===== src/rtl/cv3_pkg.sv =====
`timescale 1ns / 1ps

package cv3_pkg;

	localparam int PIXEL_BITS  = 8;
	localparam int KERNEL_SIZE = 3;
	localparam int WIN_TAPS    = KERNEL_SIZE * KERNEL_SIZE;
	localparam int WIN_EDGE    = KERNEL_SIZE - 1;
	localparam int PIXEL_MAX   = 255;
	localparam int MAX_HEIGHT  = 1024;

	localparam int IMG_W     = 11;   // image_width / image_height registers
	localparam int POS_W     = 10;   // row position and anchors
	localparam int COEF_W    = 8;
	localparam int KROW_W    = KERNEL_SIZE * COEF_W;
	localparam int DIV_W     = 8;
	localparam int PROD_W    = 17;   // signed coef x unsigned pixel
	localparam int RSUM_W    = 18;   // three products
	localparam int SUM_W     = 20;   // nine products
	localparam int PART_W    = DIV_W + PIXEL_BITS;  // dividend below divider * 256
	localparam int DIV_STEPS = PIXEL_BITS;
	localparam int CFG_IDX_W = 3;

	localparam logic [KROW_W-1:0] KROW_TOP_RST = 24'hFFFFFF;
	localparam logic [KROW_W-1:0] KROW_MID_RST = 24'h01FE01;
	localparam logic [KROW_W-1:0] KROW_BOT_RST = 24'h010101;
	localparam logic [DIV_W-1:0]  DIVIDER_RST  = 8'd1;
	localparam logic [IMG_W-1:0]  WIDTH_RST    = 11'd640;
	localparam logic [IMG_W-1:0]  HEIGHT_RST   = 11'd480;

	typedef enum logic [CFG_IDX_W-1:0] {
		REG_KROW_TOP = 3'd0,
		REG_KROW_MID = 3'd1,
		REG_KROW_BOT = 3'd2,
		REG_DIVIDER  = 3'd3,
		REG_WIDTH    = 3'd4,
		REG_HEIGHT   = 3'd5
	} cfg_reg_t;

	typedef logic [PIXEL_BITS-1:0] pixel_t;
	typedef logic [WIN_TAPS-1:0][PIXEL_BITS-1:0] window_t;      // row major, tap 0 top-left
	typedef logic [KERNEL_SIZE-1:0][KROW_W-1:0] kernel_t;       // entry 0 is the top row

	typedef struct packed {
		logic [POS_W-1:0] anchor_col;
		logic [POS_W-1:0] anchor_row;
		logic             done;
	} tag_t;

endpackage


===== src/rtl/cv3_mac.sv =====
`timescale 1ns / 1ps

module cv3_mac import cv3_pkg::*; (
	input  logic                    clk,
	input  logic                    arst_n,
	input  logic                    in_valid,
	output logic                    in_ready,
	input  window_t                 window,
	input  tag_t                    tag_in,
	input  kernel_t                 kernel,
	output logic                    out_valid,
	input  logic                    out_ready,
	output logic signed [SUM_W-1:0] sum,
	output tag_t                    tag_out
);

	logic signed [PROD_W-1:0] prod_c [WIN_TAPS];
	logic signed [PROD_W-1:0] prod_s3 [WIN_TAPS];
	logic signed [RSUM_W-1:0] rsum_c [KERNEL_SIZE];
	logic signed [RSUM_W-1:0] rsum_s4 [KERNEL_SIZE];
	logic signed [SUM_W-1:0]  sum_s5;
	logic                     vld_s3, vld_s4, vld_s5;
	logic                     rdy_s3, rdy_s4, rdy_s5;
	tag_t                     tag_s3, tag_s4, tag_s5;
	logic signed [COEF_W-1:0]     cf;
	logic signed [PIXEL_BITS:0]   pv;

	assign rdy_s5   = !vld_s5 || out_ready;
	assign rdy_s4   = !vld_s4 || rdy_s5;
	assign rdy_s3   = !vld_s3 || rdy_s4;
	assign in_ready = rdy_s3;

	always_comb begin
		cf = '0;
		pv = '0;
		for (int i = 0; i < WIN_TAPS; i++) begin
			cf = kernel[i / KERNEL_SIZE][(i % KERNEL_SIZE)*COEF_W +: COEF_W];
			pv = {1'b0, window[i]};
			prod_c[i] = PROD_W'(cf) * PROD_W'(pv);
		end
	end

	always_comb begin
		for (int r = 0; r < KERNEL_SIZE; r++) begin
			rsum_c[r] = RSUM_W'(prod_s3[r*KERNEL_SIZE])
				+ RSUM_W'(prod_s3[r*KERNEL_SIZE + 1])
				+ RSUM_W'(prod_s3[r*KERNEL_SIZE + 2]);
		end
	end

	always_ff @(posedge clk or negedge arst_n) begin
		if (!arst_n) begin
			vld_s3 <= 1'b0;
			vld_s4 <= 1'b0;
			vld_s5 <= 1'b0;
		end else begin
			if (rdy_s3) begin
				vld_s3 <= in_valid;
			end
			if (rdy_s4) begin
				vld_s4 <= vld_s3;
			end
			if (rdy_s5) begin
				vld_s5 <= vld_s4;
			end
		end
	end

	always_ff @(posedge clk) begin
		if (in_valid && rdy_s3) begin
			prod_s3 <= prod_c;
			tag_s3  <= tag_in;
		end
		if (vld_s3 && rdy_s4) begin
			rsum_s4 <= rsum_c;
			tag_s4  <= tag_s3;
		end
		if (vld_s4 && rdy_s5) begin
			sum_s5 <= SUM_W'(rsum_s4[0]) + SUM_W'(rsum_s4[1]) + SUM_W'(rsum_s4[2]);
			tag_s5 <= tag_s4;
		end
	end

	assign out_valid = vld_s5;
	assign sum       = sum_s5;
	assign tag_out   = tag_s5;

endmodule


===== config.mk =====
export PLATFORM = sky130hd
export DESIGN_NAME = cv3_mac
export DESIGN_NICKNAME = d
export VERILOG_FILES = /design/src/rtl/cv3_pkg.sv /design/src/rtl/cv3_mac.sv
export SDC_FILE = /design/constraint.sdc
export NUM_CORES = 2
export LEC_CHECK = 0
export ABC_AREA = 1
export BUFFER_PORTS_ARGS = -buffer_cell sky130_fd_sc_hd__clkbuf_2
export CAP_MARGIN = 30
export CORE_MARGIN = 5
export CORE_UTILIZATION = 62
export CTS_CLUSTER_DIAMETER = 120
export CTS_CLUSTER_SIZE = 24
export DETAILED_ROUTE_END_ITERATION = 12
export PLACE_DENSITY = 0.92
export SETUP_SLACK_MARGIN = 0.2
export SLEW_MARGIN = 20
export SYNTH_ARGS = -nofsm -noshare
export SYNTH_HDL_FRONTEND = slang
export SYNTH_SLANG_ARGS = --single-unit

===== constraint.sdc =====
create_clock -name clk -period 9.35 [get_ports clk]
set_input_delay 0.4675 -clock clk [delete_from_list [all_inputs] [get_ports clk]]
set_output_delay 0.4675 -clock clk [all_outputs]
set_load 0.01 [all_outputs]

## Word level (Yosys, flattened, before mapping)

Index checks and enable logic that the tools add are counted.

| operators by class | value |
|---|---|
| add/subtract/negate cells | 8 |
| $mul | 9 |
| reductions and logical operators | 9 |

Operators by type and width:

| operator | number |
|---|---|
| multiplier 8 x 9 -> 17 bit | 9 |
| adder 17 x 17 -> 18 bit | 3 |
| adder 18 x 17 -> 18 bit | 3 |
| adder 19 x 18 -> 20 bit | 1 |
| adder 18 x 18 -> 19 bit | 1 |
| logical AND 1 bit | 3 |
| zero test 1 bit | 3 |
| logical OR 1 bit | 3 |

| storage, ports and cells | value |
|---|---|
| register bits | 293 |
| bits of input ports | 169 |
| logic and storage cells | 51 |

## Logic depth before layout (Yosys ltp)

| logic depth | value |
|---|---|
| word-level depth | 5 |
| mapped depth | 21 |
| mapped depth without buffers | 20 |

## Worst setup path after synthesis

OpenSTA, ideal clock, no wires.

| timing | value |
|---|---|
| kind | input -> register |
| start point | in out_ready |
| end point | reg prod_s3[0] in the netlist's numbering (enable) |
| data arrival time | 4.199 ns |
| slack | 4.624 ns |
| stages | 6 |
| path through | inv_1 -> nand2_1 -> nor2_1 -> nand2_1 -> nand2_1 -> inv_1 |

| between the ends | value |
|---|---|
| word-level cells in the longest chain between the ends | 4 |

Ends and longest elaborated chain:

| item | line | source |
|---|---|---|
| start, declared | cv3_mac.sv:12 | `input logic out_ready,` |
| logical OR 1 bit | cv3_mac.sv:28 | `assign rdy_s5 = !vld_s5 \|\| out_ready;` |
| logical OR 1 bit | cv3_mac.sv:29 | `assign rdy_s4 = !vld_s4 \|\| rdy_s5;` |
| logical OR 1 bit | cv3_mac.sv:30 | `assign rdy_s3 = !vld_s3 \|\| rdy_s4;` |
| named net in_ready | cv3_mac.sv:7 | `output logic in_ready,` |
| logical AND 1 bit | cv3_mac.sv:70 | `if (in_valid && rdy_s3) begin` |
| end signal, assigned | cv3_mac.sv:71 | `prod_s3 <= prod_c;` |
| end, declared | cv3_mac.sv:18 | `logic signed [PROD_W-1:0] prod_s3 [WIN_TAPS];` |

The timed path passes the listed nets, and every way through them passes these cells.
A chain may end at the register's enable or synchronous reset.

==> impl_metrics.toml <==
[yosys]
synth_compound_area_share_pct = 3.30
netlist_area_mm2 = 0.0351
netlist_top_cells_count = "inv_1 (1100), nand2_1 (1081), ha_1 (453)"
synth-async-reset-ratio_pct = 1.02
yosysUniqueCellTypes = 32
synth-simple-area-share_pct = 16.4
syn_avg_cell_area_um2 = 8.45
synth_top_area_share_pct = 24.8
synthAdderAreaFrac_pct = 39.3
synth.largest_area_cell = "edfxtp_1"
synth.most_common_cell = "inv_1"
synth_xor_area_share_pct = 2.62
syn_nets = 5181
synth_area_leaders = "edfxtp_1 (25%), fa_1 (23%), ha_1 (16%), inv_1 (12%), nand2_1 (12%)"
synth_top_family_by_area = "adder cells"
synthFlopType = "edfxtp_1"
synth_mux_area_share_pct = 0
synth-warning-count = 0
synth-edff-count = 290
synth_cells = 4153
seq_area_frac_synth_pct = 25.0
synth_seq_cells = 293

[sta]
worst_slack_ns = 5.27
fmax_mhz = 245
setup_viol = 0
period_minus_slack_ns = 4.08
min_period_over_period_pct = 43.6
hold_slack_ns = 0.123
hold_violations = 0
relSlewSlack_pct = 37.7
setup_tns_ns = 0
tightest_slew_ns = 0.934
rsz0062_at_grt = "no"
final.setup_skew_ns = 0.0226
slew_viol_final = 0

[placed_design]
gp_congestion = 0.905
dp_hpwl_um = 62400
place_ws_ns = 4.78
portBuffers = 211
placed_area_mm2 = 0.0366

[power_and_ir_drop]
clkPwrFrac_pct = 6.3
power.leakage_nw = 21.6
power_frac_comb_pct = 70.5
ir_worst_vdd_uv = 290
finalPower_mw = 11.9
seqPwrFrac_pct = 23.2
switchingPower_mw = 6.03
internal_power_mw = 5.87
switching_share_pct = 50.7
powerDensity_mw_per_mm2 = 321

[route]
drt_first_pass_iters = 6
routed_wirelength_um = 74300
ant_nets = 0
vias = 26300
drt-initial-drc-count = 2012
vias_per_cell = 5.24
drc = 0
wl_per_cell_um = 14.8

[final_layout]
n_antenna_cell = 0
drive_gt1_share_pct = 6.79
final_cell_area_mm2 = 0.0371
synthToLayoutAreaGrowth_pct = 5.82
nets = 5280

[die]
die-height_um = 248
rows = 87
start_util_pct = 62.3
core-area_mm2 = 0.0563
die-area_mm2 = 0.0615
pin_count = 212
die-width_um = 248

[clock_network]
cts_root_buf = "clkbuf_16"
tritoncts = "done"
clock-sinks = 293
cts.clk_slew.worst_paths_ns = 0.09
clk-insertion-delay-late_ns = 0.52
cts_buffers = 16
clockBufferDepth = 3
htree_levels = 1

[status]
status = "completed"

[min_path]
hold_path_class = "input pin to register"

[grt]
grt_pass1_wl_um = 125000
grt_use_total_pct = 24.6
grt.overflow.total = 0
first_global_vias = 26800
antenna_found_initial = 0
grt_max_degree = 107

[critical_path]
worstSetupPathType = "input pin to register"
cp-end-kind = "register"
critPathSlowestCell = "fa_1"
max_stage_delay_ns = 0.51
cp_max_fo = 9
crit_chain = "clkbuf_2 -> clkinv_1 -> or2_2 -> fa_1 -> fa_1 -> inv_1 -> fa_1 -> inv_1 -> fa_1 -> inv_1 -> ha_1 -> nand2_1 -> o21ai_2 -> nand2_1 -> nand2_1 -> nand2_1 -> nand3_1 -> nand2_1"
cp-start-kind = "input pin"
cp.required_ns = 9.63
crit_top_cell = "nand2_1"
worst_ep_arrival_time_ns = 4.36

[flow_run]
maxCapViolations = 0
-- metrics by stage --
stage          cells  utilization, %
2_1_floorplan   4153               -
3_3_place_gp    4988            65.1
3_5_place_dp    4988            65.1
4_1_cts         5014            65.9
5_1_grt         5015            66.0
6_report        5015            66.0
-- routing by layer --
layer | vias to the layer above | part of all wire (%) | track usage (%)
met5 | - | 0 | 0
met4 | 0 | 2.9 | 6.89
met3 | 167 | 6.3 | 2.71
met2 | 892 | 51 | 43.9
met1 | 12600 | 40 | 31.9
li1 | 12600 | - | -
-- logic make-up (layout without fill, tap and decap cells) --
group / count (synthesis) / in the layout
and+or+nand+nor: 1442 / 1442
AOI/OAI and AO/OA: 208 / 208
DFF: 293 / 293
buffers and inverters: 1246 / 1352
xor gates and xnor gates: 105 / 105
adders and majority gates: 859 / 859
-- sequential cells by signal (all words and copies together), names as in the netlist --
signal / cells
prod_s3: 153
rsum_s4: 54
tag_out: 21
tag_s3: 21
tag_s4: 21
sum: 20
out_valid: 1
vld_s3: 1
vld_s4: 1
-- cell usage in the layout (no fill, tap or decap), drive strengths merged, types with 2 or more instances in the layout --
master,netlist,layout
xor2,80,80
nor3,28,28
edfxtp,290,290
clkbuf,135,234
nand3b,3,3
and2,4,4
o21ai,56,56
a21oi,121,121
clkinv,9,10
nor2,164,164
xnor2,25,25
buf,0,4
o21bai,4,4
fa,406,406
a21o,10,10
nand4,17,17
nand3,115,115
ha,453,453
nand2,1086,1086
o211ai,2,2
a31oi,14,14
inv,1102,1103
dfrtp,3,3
or2,25,25
-- repair_timing --
| item | 4_1_cts | 5_1_grt |
|---|---|---|
| resized for setup | 0 | 0 |
| setup buffers | 0 | 0 |
| endpoints found under the hold margin | 3 | 0 |
| hold buffers | 1 | 0 |
-- cell type report --
class,count,area (um2)
clock buffers,23,448
clock inverters,2,23.8
fillers,4181,19100
inverters,1111,4180
multi-input cells,2614,21600
flip-flops and latches,293,8780
well taps,756,946
repair buffers,216,1120
-- worst paths after layout --
check	start	to	slack, ns	cells after the start
setup / recovery	kernel[63]	prod_s3[31]	5.27	18
hold / removal	tag_in[16]	tag_s3[16]	0.12	1
setup reg to reg	rsum_s4[1]	sum[13]	6.61	12
max in group asynchronous	arst_n	vld_s3	8.97	2
hold reg to reg	tag_s4[9]	tag_out[9]	0.42	0
min in group asynchronous	arst_n	vld_s4	0.27	2
-- power by group through the flow --
stage	clock (mW)	sequential, mW	combinational (mW)
after floorplan	0	2.70	6.26
after global placement	0	2.77	7.86
after detailed placement	0	2.79	8.22
after CTS	0.771	2.77	8.33
after global routing	0.823	2.81	9.56
final	0.753	2.76	8.39
-- critical path, delay by kind of cell --
family	cells	cell delay, ns
adders and majority gates	5	2.32
and+or+nand+nor	7	0.89
buffers and inverters	5	0.48
AOI/OAI and AO/OA	1	0.20
Note: power is estimated with default switching activity, not from simulation.
