===== src/rtl/cv3_pkg.sv =====
`timescale 1ns / 1ps

package cv3_pkg;

	localparam int PIXEL_BITS  = 8;
	localparam int KERNEL_SIZE = 3;
	localparam int WIN_TAPS    = KERNEL_SIZE * KERNEL_SIZE;
	localparam int WIN_EDGE    = KERNEL_SIZE - 1;
	localparam int PIXEL_MAX   = 255;
	localparam int MAX_HEIGHT  = 1024;

	localparam int IMG_W     = 11;   // image_width / image_height registers
	localparam int POS_W     = 10;   // row position and anchors
	localparam int COEF_W    = 8;
	localparam int KROW_W    = KERNEL_SIZE * COEF_W;
	localparam int DIV_W     = 8;
	localparam int PROD_W    = 17;   // signed coef x unsigned pixel
	localparam int RSUM_W    = 18;   // three products
	localparam int SUM_W     = 20;   // nine products
	localparam int PART_W    = DIV_W + PIXEL_BITS;  // dividend below divider * 256
	localparam int DIV_STEPS = PIXEL_BITS;
	localparam int CFG_IDX_W = 3;

	localparam logic [KROW_W-1:0] KROW_TOP_RST = 24'hFFFFFF;
	localparam logic [KROW_W-1:0] KROW_MID_RST = 24'h01FE01;
	localparam logic [KROW_W-1:0] KROW_BOT_RST = 24'h010101;
	localparam logic [DIV_W-1:0]  DIVIDER_RST  = 8'd1;
	localparam logic [IMG_W-1:0]  WIDTH_RST    = 11'd640;
	localparam logic [IMG_W-1:0]  HEIGHT_RST   = 11'd480;

	typedef enum logic [CFG_IDX_W-1:0] {
		REG_KROW_TOP = 3'd0,
		REG_KROW_MID = 3'd1,
		REG_KROW_BOT = 3'd2,
		REG_DIVIDER  = 3'd3,
		REG_WIDTH    = 3'd4,
		REG_HEIGHT   = 3'd5
	} cfg_reg_t;

	typedef logic [PIXEL_BITS-1:0] pixel_t;
	typedef logic [WIN_TAPS-1:0][PIXEL_BITS-1:0] window_t;      // row major, tap 0 top-left
	typedef logic [KERNEL_SIZE-1:0][KROW_W-1:0] kernel_t;       // entry 0 is the top row

	typedef struct packed {
		logic [POS_W-1:0] anchor_col;
		logic [POS_W-1:0] anchor_row;
		logic             done;
	} tag_t;

endpackage


===== src/rtl/cv3_div.sv =====
`timescale 1ns / 1ps

module cv3_div import cv3_pkg::*; (
	input  logic                    clk,
	input  logic                    arst_n,
	input  logic                    in_valid,
	output logic                    in_ready,
	input  logic signed [SUM_W-1:0] sum,
	input  tag_t                    tag_in,
	input  logic [DIV_W-1:0]        divider,
	output logic                    out_valid,
	input  logic                    out_ready,
	output pixel_t                  filtered,
	output tag_t                    tag_out
);

	// stage 0 is the range check, stages 1..DIV_STEPS one quotient bit each
	logic [DIV_STEPS:0]    vld_sk, rdy_sk;
	logic [PART_W-1:0]     part_sk [DIV_STEPS+1];
	pixel_t                quo_sk  [DIV_STEPS+1];
	logic                  zero_sk [DIV_STEPS+1];
	logic                  sat_sk  [DIV_STEPS+1];
	tag_t                  tag_sk  [DIV_STEPS+1];

	logic                  vld_q, rdy_out;
	pixel_t                filt_q;
	tag_t                  tag_q;

	logic [DIV_W-1:0]      d_eff;
	logic [SUM_W-1:0]      sum_u;
	logic [SUM_W-1:0]      sat_lim;
	logic                  zero_c, sat_c;

	// zero divides as one
	assign d_eff   = (divider == '0) ? DIV_W'(1) : divider;
	assign sum_u   = sum;
	assign sat_lim = SUM_W'({d_eff, {PIXEL_BITS{1'b0}}});
	// a quotient at or below zero clamps to zero, one of 256 or more to the maximum
	assign zero_c  = sum[SUM_W-1] || (sum == '0);
	assign sat_c   = !zero_c && (sum_u >= sat_lim);

	assign rdy_out = !vld_q || out_ready;
	assign rdy_sk[DIV_STEPS] = !vld_sk[DIV_STEPS] || rdy_out;
	assign rdy_sk[0] = !vld_sk[0] || rdy_sk[1];
	assign in_ready = rdy_sk[0];

	always_ff @(posedge clk or negedge arst_n) begin
		if (!arst_n) begin
			vld_sk[0] <= 1'b0;
		end else if (rdy_sk[0]) begin
			vld_sk[0] <= in_valid;
		end
	end

	always_ff @(posedge clk) begin
		if (in_valid && rdy_sk[0]) begin
			part_sk[0] <= sum_u[PART_W-1:0];
			quo_sk[0]  <= '0;
			zero_sk[0] <= zero_c;
			sat_sk[0]  <= sat_c;
			tag_sk[0]  <= tag_in;
		end
	end

	for (genvar k = 1; k <= DIV_STEPS; k++) begin : g_step
		localparam int BIT = DIV_STEPS - k;

		logic [PART_W-1:0] dsh;
		logic              ge;
		logic [PART_W-1:0] part_c;
		pixel_t            quo_c;

		if (k < DIV_STEPS) begin : g_rdy
			assign rdy_sk[k] = !vld_sk[k] || rdy_sk[k+1];
		end

		always_comb begin
			dsh    = PART_W'(d_eff) << BIT;
			ge     = part_sk[k-1] >= dsh;
			part_c = ge ? (part_sk[k-1] - dsh) : part_sk[k-1];
			quo_c  = quo_sk[k-1];
			quo_c[BIT] = ge;
		end

		always_ff @(posedge clk or negedge arst_n) begin
			if (!arst_n) begin
				vld_sk[k] <= 1'b0;
			end else if (rdy_sk[k]) begin
				vld_sk[k] <= vld_sk[k-1];
			end
		end

		always_ff @(posedge clk) begin
			if (vld_sk[k-1] && rdy_sk[k]) begin
				part_sk[k] <= part_c;
				quo_sk[k]  <= quo_c;
				zero_sk[k] <= zero_sk[k-1];
				sat_sk[k]  <= sat_sk[k-1];
				tag_sk[k]  <= tag_sk[k-1];
			end
		end
	end

	// output register
	always_ff @(posedge clk or negedge arst_n) begin
		if (!arst_n) begin
			vld_q <= 1'b0;
		end else if (rdy_out) begin
			vld_q <= vld_sk[DIV_STEPS];
		end
	end

	always_ff @(posedge clk) begin
		if (vld_sk[DIV_STEPS] && rdy_out) begin
			if (zero_sk[DIV_STEPS]) begin
				filt_q <= '0;
			end else if (sat_sk[DIV_STEPS]) begin
				filt_q <= PIXEL_BITS'(PIXEL_MAX);
			end else begin
				filt_q <= quo_sk[DIV_STEPS];
			end
			tag_q <= tag_sk[DIV_STEPS];
		end
	end

	assign out_valid = vld_q;
	assign filtered  = filt_q;
	assign tag_out   = tag_q;

endmodule


===== config.mk =====
export PLATFORM = sky130hd
export DESIGN_NAME = cv3_div
export DESIGN_NICKNAME = d
export VERILOG_FILES = /design/src/rtl/cv3_pkg.sv /design/src/rtl/cv3_div.sv
export SDC_FILE = /design/constraint.sdc
export NUM_CORES = 1
export LEC_CHECK = 0
export BUFFER_PORTS_ARGS = -buffer_cell sky130_fd_sc_hd__buf_2
export CAP_MARGIN = 20
export CELL_PAD_IN_SITES_DETAIL_PLACEMENT = 0
export CELL_PAD_IN_SITES_GLOBAL_PLACEMENT = 1
export CORE_AREA = 4 4 160 278
export CTS_BUF_LIST = sky130_fd_sc_hd__clkbuf_16
export DETAILED_ROUTE_END_ITERATION = 10
export DIE_AREA = 0 0 164 282
export HOLD_SLACK_MARGIN = 0.1
export PLACE_DENSITY = 0.71
export RECOVER_POWER = 100
export SLEW_MARGIN = 20
export SYNTH_ARGS = -nofsm -noshare
export SYNTH_HDL_FRONTEND = slang
export SYNTH_SLANG_ARGS = --single-unit

===== constraint.sdc =====
create_clock -name clk -period 7.43 [get_ports clk]
set_input_delay 1.486 -clock clk [delete_from_list [all_inputs] [get_ports clk]]
set_output_delay 1.486 -clock clk [all_outputs]
set_load 0.02 [all_outputs]

=== After elaboration in Yosys (flattened, before gate mapping) ===
Memory sizes are Yosys's and may differ from the RTL's. A register that Yosys moved wholly into a read port is not among the register bits.
Index checks and enable logic that the tools add are counted.
W data, S select, Z words.

* Register bits: 18
* Memory bits (writable): 423
* Bits of input ports: 53
* Output and inout port bits: 31
* Word-level logic and storage cells: 96
* Memories kept: 5

* $add $sub $neg: 8
* Order comparisons: 9
* Muxes and demuxes: 28
* Reductions and logical operators: 35

{| class="wikitable"
|+ Memory list
! memory !! depth !! bits a word !! read ports !! clocked after Yosys merged registers in !! write ports !! line !! RTL
|-
| tag_sk || 9 || 21 || 9 || 1 || 9 || cv3_div.sv:23 || <nowiki>tag_t tag_sk [DIV_STEPS+1];</nowiki>
|-
| part_sk || 9 || 16 || 8 || 0 || 9 || cv3_div.sv:19 || <nowiki>logic [PART_W-1:0] part_sk [DIV_STEPS+1];</nowiki>
|-
| quo_sk || 9 || 8 || 9 || 0 || 9 || cv3_div.sv:20 || <nowiki>pixel_t quo_sk [DIV_STEPS+1];</nowiki>
|-
| sat_sk || 9 || 1 || 9 || 0 || 9 || cv3_div.sv:22 || <nowiki>logic sat_sk [DIV_STEPS+1];</nowiki>
|-
| zero_sk || 9 || 1 || 9 || 0 || 9 || cv3_div.sv:21 || <nowiki>logic zero_sk [DIV_STEPS+1];</nowiki>
|}

{| class="wikitable"
|+ Operators with widths
! cell !! number
|-
| $mux W16 || 8
|-
| $ge A20 B16 Y1 || 1
|-
| $logic_not A20 Y1 || 1
|-
| $mux W1 || 18
|-
| $ge A16 B10 Y1 || 1
|-
| $ge A16 B11 Y1 || 1
|-
| $ge A16 B12 Y1 || 1
|-
| $ge A16 B13 Y1 || 1
|-
| $ge A16 B14 Y1 || 1
|-
| $ge A16 B15 Y1 || 1
|-
| $ge A16 B8 Y1 || 1
|-
| $ge A16 B9 Y1 || 1
|-
| $mux W8 || 2
|-
| $sub A16 B10 Y16 || 1
|-
| $sub A16 B11 Y16 || 1
|-
| $sub A16 B12 Y16 || 1
|-
| $sub A16 B13 Y16 || 1
|-
| $sub A16 B14 Y16 || 1
|-
| $sub A16 B15 Y16 || 1
|-
| $sub A16 B8 Y16 || 1
|-
| $sub A16 B9 Y16 || 1
|-
| $logic_and A1 B1 Y1 || 11
|-
| $logic_not A1 Y1 || 11
|-
| $logic_or A1 B1 Y1 || 11
|-
| $logic_not A8 Y1 || 1
|}

=== Longest topological paths before layout ===
* Word-level depth: 14
* Mapped depth: 12
* Mapped depth without buffers: 11

=== Worst setup path before layout ===
Ideal clock, no wire load.

* Kind: input port to flip-flop
* Start: in out_ready
* End: mem part_sk[0][0] in the netlist's numbering (enable)
* Setup time: 0.496 ns
* Arrival time: 4.813 ns
* Required time: 6.934 ns
* Slack: 2.121 ns
* Stages: 6
* Path buffers: 0
* Cells stage by stage: nor2b_1 > nand3_1 > nor2_1 > nand3_1 > nor2_1 > a21boi_0

{| class="wikitable"
|+ RTL lines
! element !! line !! RTL
|-
| start: declaration || cv3_div.sv:12 || <nowiki>input logic out_ready,</nowiki>
|-
| end: declaration || cv3_div.sv:19 ||
|}

==> summary.txt <==
Logic synthesis
  – Top-area cell type share of the netlist area: 72.0%
  – Synth Register Bits: 410
  – Post-Syn Nets: 1189
  – Post-synthesis cell area: 16700 sq um
  – Post-synth top flop: edfxtp_1
  – Distinct cells, synth: 61
  – Most numerous cell in the Yosys netlist: edfxtp_1
  – Syn Area/Cell: 15.8 sq um
  – Top cells by area, synth: edfxtp_1 (72%), ha_1 (5.4%), nor2_1 (2.1%)
  – EDFF count, synth: 400
  – Gate Count Post-Synth: 1057
  – Yosys Warn Count: 0
  – Sequential share of the synthesized area: 73.5%
  – Ys async rst share: 2.44%
  – Post-synth top area cell: edfxtp_1
  – Commonest cells in the synthesized netlist: edfxtp_1 (400), nor2_1 (92), ha_1 (72), a21oi_1 (68)

Critical path
  – CP Class: primary input to flip-flop
  – Reg2reg start: out_valid$_DFFE_PN0P_
  – Crit Reg-Reg Endpoint: part_sk[0][16]$_DFFE_PP_
  – Critical path required time: 7.71 ns
  – Cells on worst reg2reg path: 7
  – Crit end category: flip-flop
  – CP Launch Type: primary input
  – CP Data Arrival Time: 5.01 ns
  – Worst R2R Setup Slack: 4.00 ns
  – Critical path peak fanout: 17

Clock network
  – Clock Path Buffers: 3
  – CTS root buffer: clkbuf_16
  – CTS tree: yes
  – Worst-Skew Late Latency: 0.53 ns
  – Clk pin slew, worst setup/hold paths: 0.06 ns
  – Buffers inserted by post-CTS timing repair: 0
  – CTS Buf Count: 38
  – H-tree depth: 2
  – Clk sinks: 410
  – Post-CTS resize count: 0
  – CTS Hold Bufs: 0

Floorplanning
  – Initial Util: 39.5%
  – Die ar.: 46200 sq um
  – FP Rows: 100
  – Die Wd: 164 um
  – I/O Pins: 84
  – Core area: 42300 sq um
  – Chip Height: 282 um

Global routing
  – Initial antenna violation count: 0
  – Vias in the first global route: 8936
  – Gr usage total: 11.9%
  – Largest net degree at the start of global routing: 47
  – GR Overflow Total: 0
  – First-pass GRT wire length: 44000 um

Detailed routing
  – Initial DRT Pass Iterations: 7
  – Final WL: 27600 um
  – DRT iter0 DRCs: 446
  – Routed WL per cell: 15.6 um
  – DRC viols: 0
  – Vias: 8661
  – Final antenna-violating net count: 0
  – Via density: 4.90

Placement
  – Hpwl dp: 20000 um
  – Dpl cell area: 17800 sq um
  – RePlAce Congestion: 0.828
  – Port bufs: 83

Min path
  – Hold Startpoint: tag_sk[4][5]$_DFFE_PP_
  – Worst Hold Depth: 0
  – Hold crit path type: flip-flop to flip-flop
  – Hold Path Sink: tag_sk[5][5]$_DFFE_PP_

Pwr
  – Switch Pwr: 1.86 mW
  – Leakage power: 6.77 nW
  – Clock network power share: 28.7%
  – Pint: 5.05 mW
  – Peak supply drop: 196 uV
  – Total power: 6.91 mW
  – Sw Ratio: 26.9%
  – Flop pwr share: 51.5%
  – Combinational Power Share: 19.8%
  – Power per cell area: 363 nW/um^2

STA
  – Final min period: 4.73 ns
  – Clk_skew: 0.0147 ns
  – Final hold violations: 0
  – Final period util: 63.7%
  – Setup violators final: 0
  – Count of pins over their slew limit: 324
  – Setup TNS Final: 0 ns
  – RSZ-0062 raised after global routing: no
  – Measured slew at the worst slew-check pin: 2.90 ns
  – Slew HR: -93.5%
  – Max Clk Rate: 211 MHz

Cells and area
  – Final Util: 45.0%
  – Fillcell total: 3831
  – Syn-to-layout area delta: 14.0%
  – Nets: 1308
  – ANT cells: 0
  – Fin area: 19000 sq um
  – Layout cell share with drive strength beyond 1: 10.5%

Run status
  – Violated checks: max-capacitance violations, max-slew violations
  – Status: complete, but fails checks

Run
  – Maxcap violations: 9
-- layout make-up --
type | count | area [sq um] | area share [%]
Sequential cell | 410 | 12300 | 64.5
Multi-Input combinational cell | 599 | 4230 | 22.2
Clock buffer | 39 | 976 | 5.13
Tap cell | 561 | 702 | 3.69
Timing Repair Buffer | 93 | 404 | 2.12
Clock inverter | 30 | 322 | 1.69
Inverter | 34 | 128 | 0.671
-- logic make-up (layout without fill, tap and decap cells) --
group	count (synthesis)	in the layout	share of synthesized area (%)
adders and majority gates	79	79	6.24
buffers and inverters	48	196	1.21
xor gates and xnor gates	50	50	2.62
and+or+nand+nor	259	259	7.90
DFF	410	410	73.5
muxes	22	22	1.47
AOI/OAI and AO/OA	189	189	7.09
-- registers in the layout, indices dropped and copies added, names as in the netlist --
register   count
filtered       8
out_valid      1
part_sk      128
quo_sk        36
sat_sk         9
tag_out       21
tag_sk       189
vld_sk         9
zero_sk        9
-- routing by layer --
metal | vias to the layer above | part of all wire [%] | global-route usage (%)
met5 | - | 0 | 0
met1 | 4110 | 37 | 12.2
li1 | 4298 | - | -
met4 | 0 | 4.0 | 5.36
met2 | 190 | 56 | 23.3
met3 | 63 | 4.0 | 2.00
-- layout by cell type (no fill, tap or decap), drive strengths merged, types with 7 or more instances in the layout --
cell type and count:
edfxtp 400, or2 9, clkbuf 94, xnor2 22
nor2b 16, inv 43, clkinv 13, a21oi 68
ha 72, nand2 38, o31a 9, a211oi 8
buf 38, nor2 92, nor4 12, xor2 28
nand2b 18, and2 8, nand4 7, or3 8
dfrtp 10, o21ai 39, mux2 20, nor3 15
fa 7, o21a 16, nand3 13, a21o 11
-- critical path: stages --
cell       delay (ns)
clkbuf_1         0.35
nor4_1           0.10
a41o_1           0.46
ha_1             0.44
or4b_2           0.62
o21ai_0          0.23
a2111oi_0        0.13
o21ai_0          0.17
clkbuf_1         0.61
mux2_2           0.41
-- power by group through the flow --
stage	registers, mW	clock network, mW	logic, mW
after global routing	3.62	2.13	1.54
after floorplan	3.55	0	1.03
after detailed placement	3.59	0	1.40
after CTS	3.54	2.05	1.41
final	3.56	1.98	1.37
after global placement	3.58	0	1.37
-- per-stage QoR --
step / hold slack [ns] / setup slack [ns] / std cells
final: 0.404 / 2.70 / 1766
after global routing: 0.417 / 2.53 / 1766
after CTS: 0.410 / 2.59 / 1765
after global placement: 0.402 / 2.48 / 1695
after floorplan: 0.400 / 2.12 / 1057
after detailed placement: 0.405 / 2.42 / 1696
-- worst max path at each step --
stage / startpoint / endpoint / slack [ns] / cells after the start
6_report: divider[1] / part_sk[0][30]$_DFFE_PP_ / 2.70 / 10
5_1_grt: out_ready / in_ready / 2.53 / 8
4_1_cts: out_ready / in_ready / 2.59 / 8
3_5_place_dp: divider[4] / part_sk[0][73]$_DFFE_PP_ / 2.42 / 10
3_3_place_gp: divider[4] / part_sk[0][99]$_DFFE_PP_ / 2.48 / 11
2_1_floorplan: out_ready / part_sk[0][0]$_DFFE_PP_ / 2.12 / 6
(Power assumes the default switching activity.)
